==> config.mk <==
export PLATFORM = sky130hd
export DESIGN_NAME = cslru_ctrl
export DESIGN_NICKNAME = d
export VERILOG_FILES = /design/src/rtl/core/cslru_pkg.sv /design/src/rtl/core/cslru_ctrl.sv
export SDC_FILE = /design/constraint.sdc
export NUM_CORES = 1
export LEC_CHECK = 0
export BUFFER_PORTS_ARGS = -buffer_cell sky130_fd_sc_hd__buf_4
export CAP_MARGIN = 0
export CORE_MARGIN = 4
export CORE_UTILIZATION = 51
export DETAILED_ROUTE_END_ITERATION = 8
export PLACE_DENSITY = 0.8
export SKIP_CTS_REPAIR_TIMING = 1
export SLEW_MARGIN = 10
export SYNTH_ARGS = -nofsm -noshare
export SYNTH_HDL_FRONTEND = slang
export SYNTH_SLANG_ARGS = --single-unit
==> constraint.sdc <==
create_clock -name clk_i -period 6.2 [get_ports clk_i]
set_input_delay 0.93 -clock clk_i [delete_from_list [all_inputs] [get_ports clk_i]]
set_output_delay 0.93 -clock clk_i [all_outputs]
set_load 0.05 [all_outputs]
==> src/rtl/core/cslru_pkg.sv <==
// Package for the connection slot LRU replacement core.
// Holds the opcode encoding and the input and result word types.
// No dependencies.
`timescale 1ns / 1ps

package cslru_pkg;

  localparam int unsigned SlotIdxW = 8;
  localparam int unsigned TimeInW  = 48;

  typedef enum logic [1:0] {
    OP_ALLOC   = 2'd0,
    OP_TOUCH   = 2'd1,
    OP_RELEASE = 2'd2,
    OP_NONE    = 2'd3
  } opcode_e;

  typedef struct packed {
    opcode_e               opcode;
    logic [SlotIdxW-1:0]   slot_index;
    logic [TimeInW-1:0]    now_time;
    logic                  accept_ok;
  } in_word_t;

  typedef struct packed {
    logic [SlotIdxW-1:0]   chosen_slot;
    logic                  evicted;
    logic                  slot_live;
  } out_word_t;

endpackage

==> src/rtl/core/cslru_ctrl.sv <==
// Sequencer of the connection slot LRU core: clearing pass, oldest-slot
// scan and read-modify-write of single slots. Uses cslru_pkg and drives
// the ports of cslru_age_mem.
`timescale 1ns / 1ps

module cslru_ctrl #(
  parameter int unsigned SLOT_COUNT = 256,
  parameter int unsigned TIME_BITS  = 48,
  localparam int unsigned IdxW      = $clog2(SLOT_COUNT)
) (
  input  logic                 clk_i,
  input  logic                 rst_ni,
  input  logic                 in_valid_i,
  output logic                 in_ready_o,
  input  cslru_pkg::in_word_t  in_word_i,
  input  logic [TIME_BITS-1:0] stamp_i,
  output logic                 res_valid_o,
  input  logic                 res_ready_i,
  output cslru_pkg::out_word_t res_word_o,
  output logic                 mem_rd_en_o,
  output logic [IdxW-1:0]      mem_rd_addr_o,
  input  logic [TIME_BITS-1:0] mem_rd_data_i,
  output logic                 mem_wr_en_o,
  output logic [IdxW-1:0]      mem_wr_addr_o,
  output logic [TIME_BITS-1:0] mem_wr_data_o
);

  localparam logic [IdxW-1:0] LastIdx = IdxW'(SLOT_COUNT - 1);

  typedef enum logic [4:0] {
    ST_CLEAR = 5'b00001,
    ST_IDLE  = 5'b00010,
    ST_SCAN  = 5'b00100,
    ST_LOOK  = 5'b01000,
    ST_DONE  = 5'b10000
  } state_e;

  state_e                             state_q, state_d;
  logic [IdxW-1:0]                    addr_q, addr_d;
  cslru_pkg::opcode_e                 op_q, op_d;
  logic [cslru_pkg::SlotIdxW-1:0]     idx_q, idx_d;
  logic [TIME_BITS-1:0]               stamp_q, stamp_d;
  logic                               ok_q, ok_d;
  logic [IdxW-1:0]                    best_idx_q, best_idx_d;
  logic [TIME_BITS-1:0]               best_val_q, best_val_d;
  cslru_pkg::out_word_t               res_q, res_d;

  logic                               take;
  logic                               in_range;
  logic                               occupied;

  assign take     = (addr_q == '0) || (mem_rd_data_i < best_val_q);
  assign in_range = 32'(in_word_i.slot_index) < 32'(SLOT_COUNT);
  assign occupied = mem_rd_data_i != '0;

  always_comb begin
    state_d       = state_q;
    addr_d        = addr_q;
    op_d          = op_q;
    idx_d         = idx_q;
    stamp_d       = stamp_q;
    ok_d          = ok_q;
    best_idx_d    = best_idx_q;
    best_val_d    = best_val_q;
    res_d         = res_q;
    mem_rd_en_o   = 1'b0;
    mem_rd_addr_o = '0;
    mem_wr_en_o   = 1'b0;
    mem_wr_addr_o = '0;
    mem_wr_data_o = '0;
    in_ready_o    = 1'b0;
    res_valid_o   = 1'b0;

    unique case (state_q)
      ST_CLEAR: begin
        mem_wr_en_o   = 1'b1;
        mem_wr_addr_o = addr_q;
        addr_d        = addr_q + 1'b1;
        if (addr_q == LastIdx) begin
          addr_d  = '0;
          state_d = ST_IDLE;
        end
      end
      ST_IDLE: begin
        in_ready_o = 1'b1;
        if (in_valid_i) begin
          op_d    = in_word_i.opcode;
          idx_d   = in_word_i.slot_index;
          stamp_d = stamp_i;
          ok_d    = in_word_i.accept_ok;
          unique case (in_word_i.opcode)
            cslru_pkg::OP_ALLOC: begin
              mem_rd_en_o   = 1'b1;
              mem_rd_addr_o = '0;
              addr_d        = '0;
              state_d       = ST_SCAN;
            end
            cslru_pkg::OP_TOUCH, cslru_pkg::OP_RELEASE: begin
              if (in_range) begin
                mem_rd_en_o   = 1'b1;
                mem_rd_addr_o = IdxW'(in_word_i.slot_index);
                state_d       = ST_LOOK;
              end else begin
                res_d   = '{chosen_slot: in_word_i.slot_index, evicted: 1'b0,
                            slot_live: 1'b0};
                state_d = ST_DONE;
              end
            end
            cslru_pkg::OP_NONE: begin
              res_d   = '{chosen_slot: in_word_i.slot_index, evicted: 1'b0,
                          slot_live: 1'b0};
              state_d = ST_DONE;
            end
            default: begin
              state_d = ST_IDLE;
            end
          endcase
        end
      end
      ST_SCAN: begin
        if (take) begin
          best_idx_d = addr_q;
          best_val_d = mem_rd_data_i;
        end
        mem_rd_en_o   = addr_q != LastIdx;
        mem_rd_addr_o = addr_q + 1'b1;
        addr_d        = addr_q + 1'b1;
        if (best_val_d == '0 || addr_q == LastIdx) begin
          mem_wr_en_o   = 1'b1;
          mem_wr_addr_o = best_idx_d;
          mem_wr_data_o = ok_q ? stamp_q : '0;
          res_d         = '{chosen_slot: cslru_pkg::SlotIdxW'(best_idx_d),
                            evicted: best_val_d != '0, slot_live: ok_q};
          state_d       = ST_DONE;
        end
      end
      ST_LOOK: begin
        mem_wr_addr_o = IdxW'(idx_q);
        if (op_q == cslru_pkg::OP_TOUCH) begin
          mem_wr_en_o   = occupied;
          mem_wr_data_o = stamp_q;
          res_d         = '{chosen_slot: idx_q, evicted: 1'b0, slot_live: occupied};
        end else begin
          mem_wr_en_o   = 1'b1;
          mem_wr_data_o = '0;
          res_d         = '{chosen_slot: idx_q, evicted: occupied, slot_live: 1'b0};
        end
        state_d = ST_DONE;
      end
      ST_DONE: begin
        res_valid_o = 1'b1;
        if (res_ready_i) begin
          state_d = ST_IDLE;
        end
      end
      default: begin
        state_d = ST_CLEAR;
      end
    endcase
  end

  assign res_word_o = res_q;

  always_ff @(posedge clk_i or negedge rst_ni) begin
    if (!rst_ni) begin
      state_q <= ST_CLEAR;
      addr_q  <= '0;
      op_q    <= cslru_pkg::OP_NONE;
    end else begin
      state_q <= state_d;
      addr_q  <= addr_d;
      op_q    <= op_d;
    end
  end

  always_ff @(posedge clk_i) begin
    idx_q      <= idx_d;
    stamp_q    <= stamp_d;
    ok_q       <= ok_d;
    best_idx_q <= best_idx_d;
    best_val_q <= best_val_d;
    res_q      <= res_d;
  end

endmodule

* Word level (Yosys, flattened, before mapping)
Index checks and enable logic that the tools add are counted.
** Storage, ports and cells
- Flip-flop bits (word level) :: 138
- Output and inout bits :: 78
- Word-level logic and storage cells :: 80
** Operators by class
- Add/sub/neg operators :: 1
- Magnitude comparators :: 1
- Eq/ne operators :: 17
- Multiplexer cells :: 35
- Reduce and logical (&&, ||, !) cells :: 15
** Operators with widths (count)
- $mux W48 :: 5
- $pmux W48 S2 :: 1
- $reduce_bool A48 Y1 :: 2
- $mux W8 :: 7
- $logic_not A48 Y1 :: 1
- $lt A48 B48 Y1 :: 1
- $pmux W8 S3 :: 2
- $mux W10 :: 3
- $pmux W10 S3 :: 1
- $pmux W5 S5 :: 1
- $mux W5 :: 4
- $pmux W8 S2 :: 1
- $pmux W5 S3 :: 1
- $add A8 B1 Y8 const B :: 1
- $eq A8 B8 Y1 const B :: 1
- $logic_not A8 Y1 :: 1
- $ne A2 B2 Y1 const B :: 4
- $ne A8 B8 Y1 const B :: 1
- $reduce_and A4 Y1 :: 2
- $mux W1 :: 6
- $reduce_bool A3 Y1 :: 2
- $eq A5 B1 Y1 const B :: 1
- $eq A5 B2 Y1 const B :: 1
- $eq A5 B3 Y1 const B :: 1
- other kinds (14) :: 18

* Longest topological paths before layout
Gate-level depths: netlist (run 1).
- Word-level depth :: 8
- Mapped depth :: 12
- Depth with buffers taken out :: 10

* Worst setup path after synthesis (run 1)
No wires, ideal clock.
- Kind :: in2out
- Start :: input port mem_rd_data_i[38]
- End :: output port mem_wr_addr_o[6]
- Arrival :: 3.892 ns
- Required time :: 5.270 ns
- Slack :: 1.378 ns
- Cell stages on the path :: 10
- Path through :: ha_1 a21oi_1 nand2_1 a221o_1 o31ai_1 a31oi_4 buf_4 buf_6 mux2i_1 o21ai_0
** On the way
- Cells in the longest elaborated chain, start to end :: 8
- Elaborated cells on any way between the ends :: 9
** Ends and longest elaborated chain
- start: declaration :: RTL line cslru_ctrl.sv:22 : input logic [TIME_BITS-1:0] mem_rd_data_i,
- $lt A48 B48 Y1 :: RTL line cslru_ctrl.sv:52 : assign take = (addr_q == '0) || (mem_rd_data_i < best_val_q);
- $logic_or A1 B1 Y1 :: RTL line cslru_ctrl.sv:52
- $mux W48 :: RTL line cslru_ctrl.sv:121 : if (take) begin
- $mux W48 :: RTL line cslru_ctrl.sv:74 : unique case (state_q)
- $logic_not A48 Y1 :: RTL line cslru_ctrl.sv:128 : if (best_val_d == '0 || addr_q == LastIdx) begin
- $logic_or A1 B1 Y1 :: RTL line cslru_ctrl.sv:128
- $mux W8 (*) :: RTL line cslru_ctrl.sv:128
- $pmux W8 S3 (*) :: RTL line cslru_ctrl.sv:74
- end: declaration :: RTL line cslru_ctrl.sv:24 : output logic [IdxW-1:0] mem_wr_addr_o,
Mark *: on every way between the ends. The rest lies on a longest branch, timed or not. The select of a mux whose other input is x is not followed.

* Worst setup path in the final report (run 1)
- Start :: input port mem_rd_data_i[38]
- End :: output port mem_wr_addr_o[7]
Same word-level chain as after synthesis.

==> flow_summary.ini, run 1 <==
[outcome]
outcome = complete, no violations

[floorplan]
rows = 43
die_area_um2 = 16600
coreArea_um2 = 14100
die_x_um = 129
die_h_um = 129
initial_core_util_pct = 52.8
ios = 237

[logic_synthesis]
yosys-top-cells-area = edfxtp_1, ha_1, mux2_2, and2_1, dfrtp_1
synth_mux_area_share_pct = 8.61
synthCells = 626
synth_xor_area_share_pct = 0.706
syn_area_um2 = 7440
synth-adder-area-share_pct = 8.91
syn_avg_cell_area_um2 = 11.9
synth_top_family_by_area = simple AND/OR/NAND/NOR gates
synth_top_area_share_pct = 49.6
synth_common_cells = edfxtp_1, inv_1, ha_1
synth_ff_type = edfxtp_1
synth_edf_count = 123
ys_async_sr_fraction_pct = 10.9
synth.distinct_cells = 49
synth_compound_area_share_pct = 8.77
yosysTopAreaCell = edfxtp_1
yosysWarnings = 0
seq_area_frac_synth_pct = 54.7
syn-num-nets = 838
synth_seq_cells = 138
yosys.area_share.simple_pct = 13.2
synth.most_common_cell = edfxtp_1

[power]
irDropWorstVdd_mv = 0.242
pwr_density_cell_nw_per_um2 = 278
finalPower_uw = 2680
p_leak_uw = 0.00415
internal_power_uw = 1900
p_sw_share_pct = 28.9
clock_power_share_pct = 38.7
sequentialPowerShare_pct = 41.7
switching_power_uw = 774
comb_power_share_pct = 19.6

[timing]
setup_viol = 0
slew_headroom_pct = 37.3
tightest_slew_ns = 0.937
hold_viol_final = 0
slew_viol_final = 0
setup-tns-final_ns = 0
rsz0062_at_grt = false
skew_ns = 0.00835
clock.fmax_mhz = 196
finalCriticalPeriod_ns = 5.10
post-route-period-util_pct = 82.2

[detailed_routing]
drc = 0
wl_per_cell_um = 18.4
drt_wl_total_mm = 18.6
vias = 5739
avgViaCountPerCell = 5.68
ant_nets = 0
drt-pass1-iter-count = 5
drt_iter0_drc = 555

[placement]
gp_congestion = 0.885
port_buffers = 188
dpl.hpwl_mm = 13.4

[hold_path]
hold_class = in -> async

[job]
max_cap_viol_count = 0

[clock_network]
cts_tree = yes
clk_pin_slew_ns = 0.06
numCtsBuffers = 17
cts_buffer_depth = 2
cts.sinks = 138
cts_root_buf = clkbuf_16
htreeDepth = 4
clk_latency_ns = 0.42

[worst_setup_path]
crit_arrival_ns = 4.17
cpMostUsedCell = buf_4
worstPathMaxFanout = 10
worst-setup-path-type = in -> out
cp_data_required_time_ns = 5.27
ff2ff_path_depth = 7
regToRegEndpoint = res_word_o[6]
worstSetupStartpointType = primary input
reg2reg_slack_ns = 2.23
endpoint_kind = primary output
r2r-start = state_q[4]
crit_path_cell_trace = buf_4, ha_1, nand4_1, nor3_1, nand3_1, a311o_1, a31oi_4, mux2i_1, nand2b_1, o21ai_0, buf_4
slowest_delay_ns = 0.50
crit_slowest_cell = a31oi_4

[global_route]
grt_antenna_before_repair = 0
grt_pass1_vias = 5828
grt_overflow = 0
grt_pass1_wl_mm = 29.2
grt_max_degree = 63
grt.total_usage_pct = 22.2

[cells_and_area]
fill_cells = 1035
area_delta_synth_final_pct = 29.1
drive_gt1_share_pct = 34.5
nNetsFinal = 1030
antenna_cells = 0
multi_input_area_um2 = 2990
seqCellArea_um2 = 4070
## through the flow
step                util [%]  cells  hold WS (ns)  setup WS, ns  instance area (µm²)
floorplan                  -    626         0.461          1.38                 7440
global placement        63.9    979         0.493          1.22                 9010
detailed placement      63.9    979         0.517          1.15                 9010
CTS                     68.2   1011         0.345          1.16                 9610
global route            68.2   1011         0.355         0.902                 9610
finish                  68.2   1011         0.356          1.10                 9610
## worst max-delay path by stage
stage | startpoint | end | slack (ns) | depth (start not counted)
after floorplan | mem_rd_data_i[38] | mem_wr_addr_o[6] | 1.38 | 10
after global placement | mem_rd_data_i[38] | mem_wr_addr_o[7] | 1.22 | 11
after detailed placement | mem_rd_data_i[38] | mem_wr_addr_o[7] | 1.15 | 11
after CTS | mem_rd_data_i[38] | mem_wr_addr_o[7] | 1.16 | 11
after global routing | mem_rd_data_i[38] | mem_wr_addr_o[7] | 0.90 | 11
final | mem_rd_data_i[38] | mem_wr_addr_o[7] | 1.10 | 11
## layer usage
metal,global-route usage (%),part of all wire (%),up-vias
met5,0,0,-
met4,9.14,3.1,0
met3,5.48,7.8,53
met2,36.6,49,261
met1,28.1,40,2734
li1,-,-,2691
## layout by cell type (no fill, tap or decap), types with 4 or more instances in the layout
| cell type | synthesis | layout |
|---|---|---|
| nand3_1 | 14 | 14 |
| nor4_1 | 25 | 25 |
| clkbuf_16 | 0 | 17 |
| and3_1 | 7 | 7 |
| ha_1 | 53 | 53 |
| clkinv_4 | 0 | 4 |
| xnor2_1 | 5 | 5 |
| a21o_1 | 5 | 5 |
| nand2_1 | 37 | 37 |
| mux2i_1 | 10 | 10 |
| edfxtp_1 | 123 | 123 |
| dfrtp_1 | 12 | 12 |
| and2_1 | 48 | 48 |
| o21ai_0 | 47 | 47 |
| inv_1 | 66 | 65 |
| a21oi_1 | 21 | 21 |
| nor2_1 | 12 | 12 |
| clkinvlp_4 | 0 | 4 |
| nor3_1 | 4 | 4 |
| mux2_2 | 48 | 48 |
| a22oi_1 | 16 | 16 |
| buf_4 | 6 | 195 |
| nand4_1 | 11 | 11 |
## power groups by stage
stage                     Combinational, µW  Sequential (µW)  Clock (µW)
after floorplan                         364             1090           0
after global placement                  494             1130           0
after detailed placement                510             1130           0
after CTS                               522             1110        1050
after global routing                    568             1120        1090
final                                   524             1120        1040
## critical path: cells and delay by family
family                   cells  cell delay (ns)
multiplexers                 1             0.34
AO/OA/AOI/OAI                3             1.13
adder cells (fa/ha/maj)      1             0.32
AND/OR/NAND/NOR              4             1.08
buffers and inverters        2             0.37
## flip-flops by register name (all words and copies together), names as in the netlist
signal      flops
res_word_o     10
idx_q           8
stamp_q        48
addr_q          8
best_idx_q      8
best_val_q     48
state_q         5
op_q            2
ok_q            1
## cell type report
| class | count | area share [%] |
|---|---|---|
| inverter | 67 | 2.62 |
| tap | 180 | 2.34 |
| clock inverter | 14 | 1.81 |
| multi-input combinational | 399 | 31.2 |
| timing repair buffer | 195 | 15.2 |
| sequential | 138 | 42.4 |
| clock buffer | 18 | 4.47 |
## cells by family (layout without fill, tap and decap cells)
| logic type | Yosys count | count (layout) |
|---|---|---|
| simple gates | 176 | 176 |
| flops | 138 | 138 |
| compound gates | 106 | 106 |
| buf+inv | 89 | 294 |
| mux | 58 | 58 |
| fa+ha+maj | 53 | 53 |
| xor+xnor | 6 | 6 |
(Power assumes the default switching activity.)
==> inputs of run 2 (changes only) <==
ABC_AREA = 1   (was unset)
PLACE_DENSITY = 0.79   (was 0.8)
clock period = 4.84 ns   (was 6.2 ns; I/O delays follow)
==> run 2 against run 1 <==
  * Global-route usage is 0.053 points higher
  * Setup slack worse by 1.0 ns
  * Design area is 16% higher
  * Wire length is 19% higher
  * Highest routed layer unchanged
  * Sequential share of layout area is 5.9 points lower
  * Largest cell class unchanged
  * Sequential power is 33% higher
==> flow_summary.ini, run 2 <==
[placement]
dp_cells = 1347
dp_slack_ns = -0.0687
place_area_um2 = 9950
gp_congestion = 0.844
dpl.hpwl_mm = 14.8
port_buffers = 188

[detailed_routing]
drt_iter0_drc = 473
drt-pass1-iter-count = 5
avgViaCountPerCell = 5.23
wl_per_cell_um = 15.8
vias = 7312
ant_nets = 0
drc = 0
drt_wl_total_mm = 22.1

[power]
finalPower_uw = 4110
switching_power_uw = 1400
sequentialPowerShare_pct = 36.3
p_leak_uw = 0.00517
pwr_density_cell_nw_per_um2 = 368
clock_power_share_pct = 30.7
irDropWorstVdd_mv = 0.314
comb_power_share_pct = 33.0
p_sw_share_pct = 34.1
internal_power_uw = 2710

[logic_synthesis]
synth_common_cells = nand2_1, inv_1, edfxtp_1
synth.distinct_cells = 38
yosys-top-cells-area = edfxtp_1, nand2_1, inv_1, ha_1, dfrtp_1
yosysTopAreaCell = edfxtp_1
yosysWarnings = 0
seq_area_frac_synth_pct = 49.5
synth_seq_cells = 138
synth.most_common_cell = nand2_1
synth_edf_count = 123
syn-num-nets = 1168
ys_async_sr_fraction_pct = 10.9
syn_avg_cell_area_um2 = 8.60
synth_ff_type = edfxtp_1
synth_top_area_share_pct = 44.9
synthCells = 956
syn_area_um2 = 8220

[cells_and_area]
drive_gt1_share_pct = 28.2
fin_area_um2 = 11200
final_cell_mix = nand2_1, inv_1, buf_4, edfxtp_1, a21oi_1
antenna_cells = 0
nNetsFinal = 1381
final_common_cell = nand2_1
fin_cells = 1398
area_delta_synth_final_pct = 35.8

[timing]
fin_ws_ns = 0.0752
hold_ws_ns = 0.153
hold_viol_final = 0
skew_ns = 0.0105
setup_viol = 0
slew_headroom_pct = 16.3
clock.fmax_mhz = 210
finalCriticalPeriod_ns = 4.76
post-route-period-util_pct = 98.4
rsz0062_at_grt = true
tightest_slew_ns = 1.25
slew_viol_final = 0

[worst_setup_path]
worstPathMaxFanout = 10
endpoint_kind = primary output
cp_data_required_time_ns = 4.11
worst-setup-path-type = in -> out
crit_arrival_ns = 4.04
worstSetupStartpointType = primary input

[clock_network]
cts_tree = yes
clk_pin_slew_ns = 0.06
cts_root_buf = clkbuf_16
cts_buffer_depth = 2
cts.sinks = 138
htreeDepth = 4
numCtsBuffers = 17
clk_latency_ns = 0.41

[global_route]
grt_use_met1_pct = 27.5
grt_pass1_wl_mm = 32.5
grt_pass1_vias = 6961
top_usage_layer = met2
grt_use_met3_pct = 7.19
grt_antenna_before_repair = 0
grt.total_usage_pct = 22.3
use_met2_pct = 37.5
grt_overflow = 0
grt_max_degree = 70

[floorplan]
die_x_um = 135
ios = 237
die_area_um2 = 18200
rows = 46
initial_core_util_pct = 51.9
coreArea_um2 = 15800
die_h_um = 135

[outcome]
outcome = complete, no violations

[job]
max_cap_viol_count = 0

[hold_path]
hold_class = in -> async
## run 2: final cells by class
cell class	count	area, µm²
clock inverter	14	144
multi-input combinational	586	3430
timing repair buffer	229	2080
sequential	138	4070
tap	216	270
inverter	197	739
clock buffer	18	429
fill	1158	4660
## run 2: logic make-up after synthesis
kind of cell / Yosys count / synth area share, %
AND/OR/NAND/NOR: 381 / 19.2
XOR/XNOR: 6 / 0.639
flip-flops: 138 / 49.5
buffers and inverters: 232 / 11.5
AO/OA/AOI/OAI: 146 / 11.1
adder cells (fa/ha/maj): 53 / 8.07
## run 2: worst max-delay path: stages
cell       delay, ns
buf_4           0.13
ha_1            0.32
a21oi_1         0.16
o21ai_1         0.08
a21oi_1         0.20
nand2_1         0.10
nor2_2          0.13
nand2_2         0.10
nand2_4         0.14
buf_12          0.16
buf_4           0.12
nand2_1         0.05
o21ai_2         0.07
nand2_1         0.09
nor2_2          0.12
nand2_1         0.07
nor2_2          0.17
nand3_2         0.13
nand2_2         0.12
nand3_4         0.19
clkbuf_16       0.28
a21oi_2         0.17
buf_6           0.20
## run 2: final timing paths
path | slack (ns) | to | cells after the start | start
setup reg to reg | 1.22 | res_word_o[0] | 23 | best_val_q[47]
hold / removal | 0.15 | addr_q[0] | 1 | rst_ni
setup / recovery | 0.08 | mem_wr_data_o[22] | 23 | mem_rd_data_i[43]
hold reg to reg | 0.49 | op_q[1] | 2 | op_q[1]
max in group asynchronous | 4.43 | state_q[0] | 1 | rst_ni
min in group clk_i | 0.48 | stamp_q[45] | 1 | stamp_i[45]
## run 2: per-stage QoR
step           utilization, %  TNS, ns
3_3_place_gp             62.8  -0.0260
6_report                 70.5        0
3_5_place_dp             62.8    -1.35
2_1_floorplan               -        0
4_1_cts                  66.5    -3.40
5_1_grt                  70.5    -7.33
## run 2: per-layer routing
| layer | wire length (µm) | share of wire, % |
|---|---|---|
| met5 | 0 | 0 |
| met4 | 516 | 2.3 |
| met3 | 2070 | 9.4 |
| met2 | 11100 | 50 |
| met1 | 8470 | 38 |
## run 2: power groups by stage
stage	combinational, µW	sequential (µW)	clock (µW)
final	1360	1490	1260
after global routing	1500	1500	1340
after CTS	1180	1490	1280
after detailed placement	1160	1510	0
after global placement	1130	1510	0
after floorplan	788	1520	0
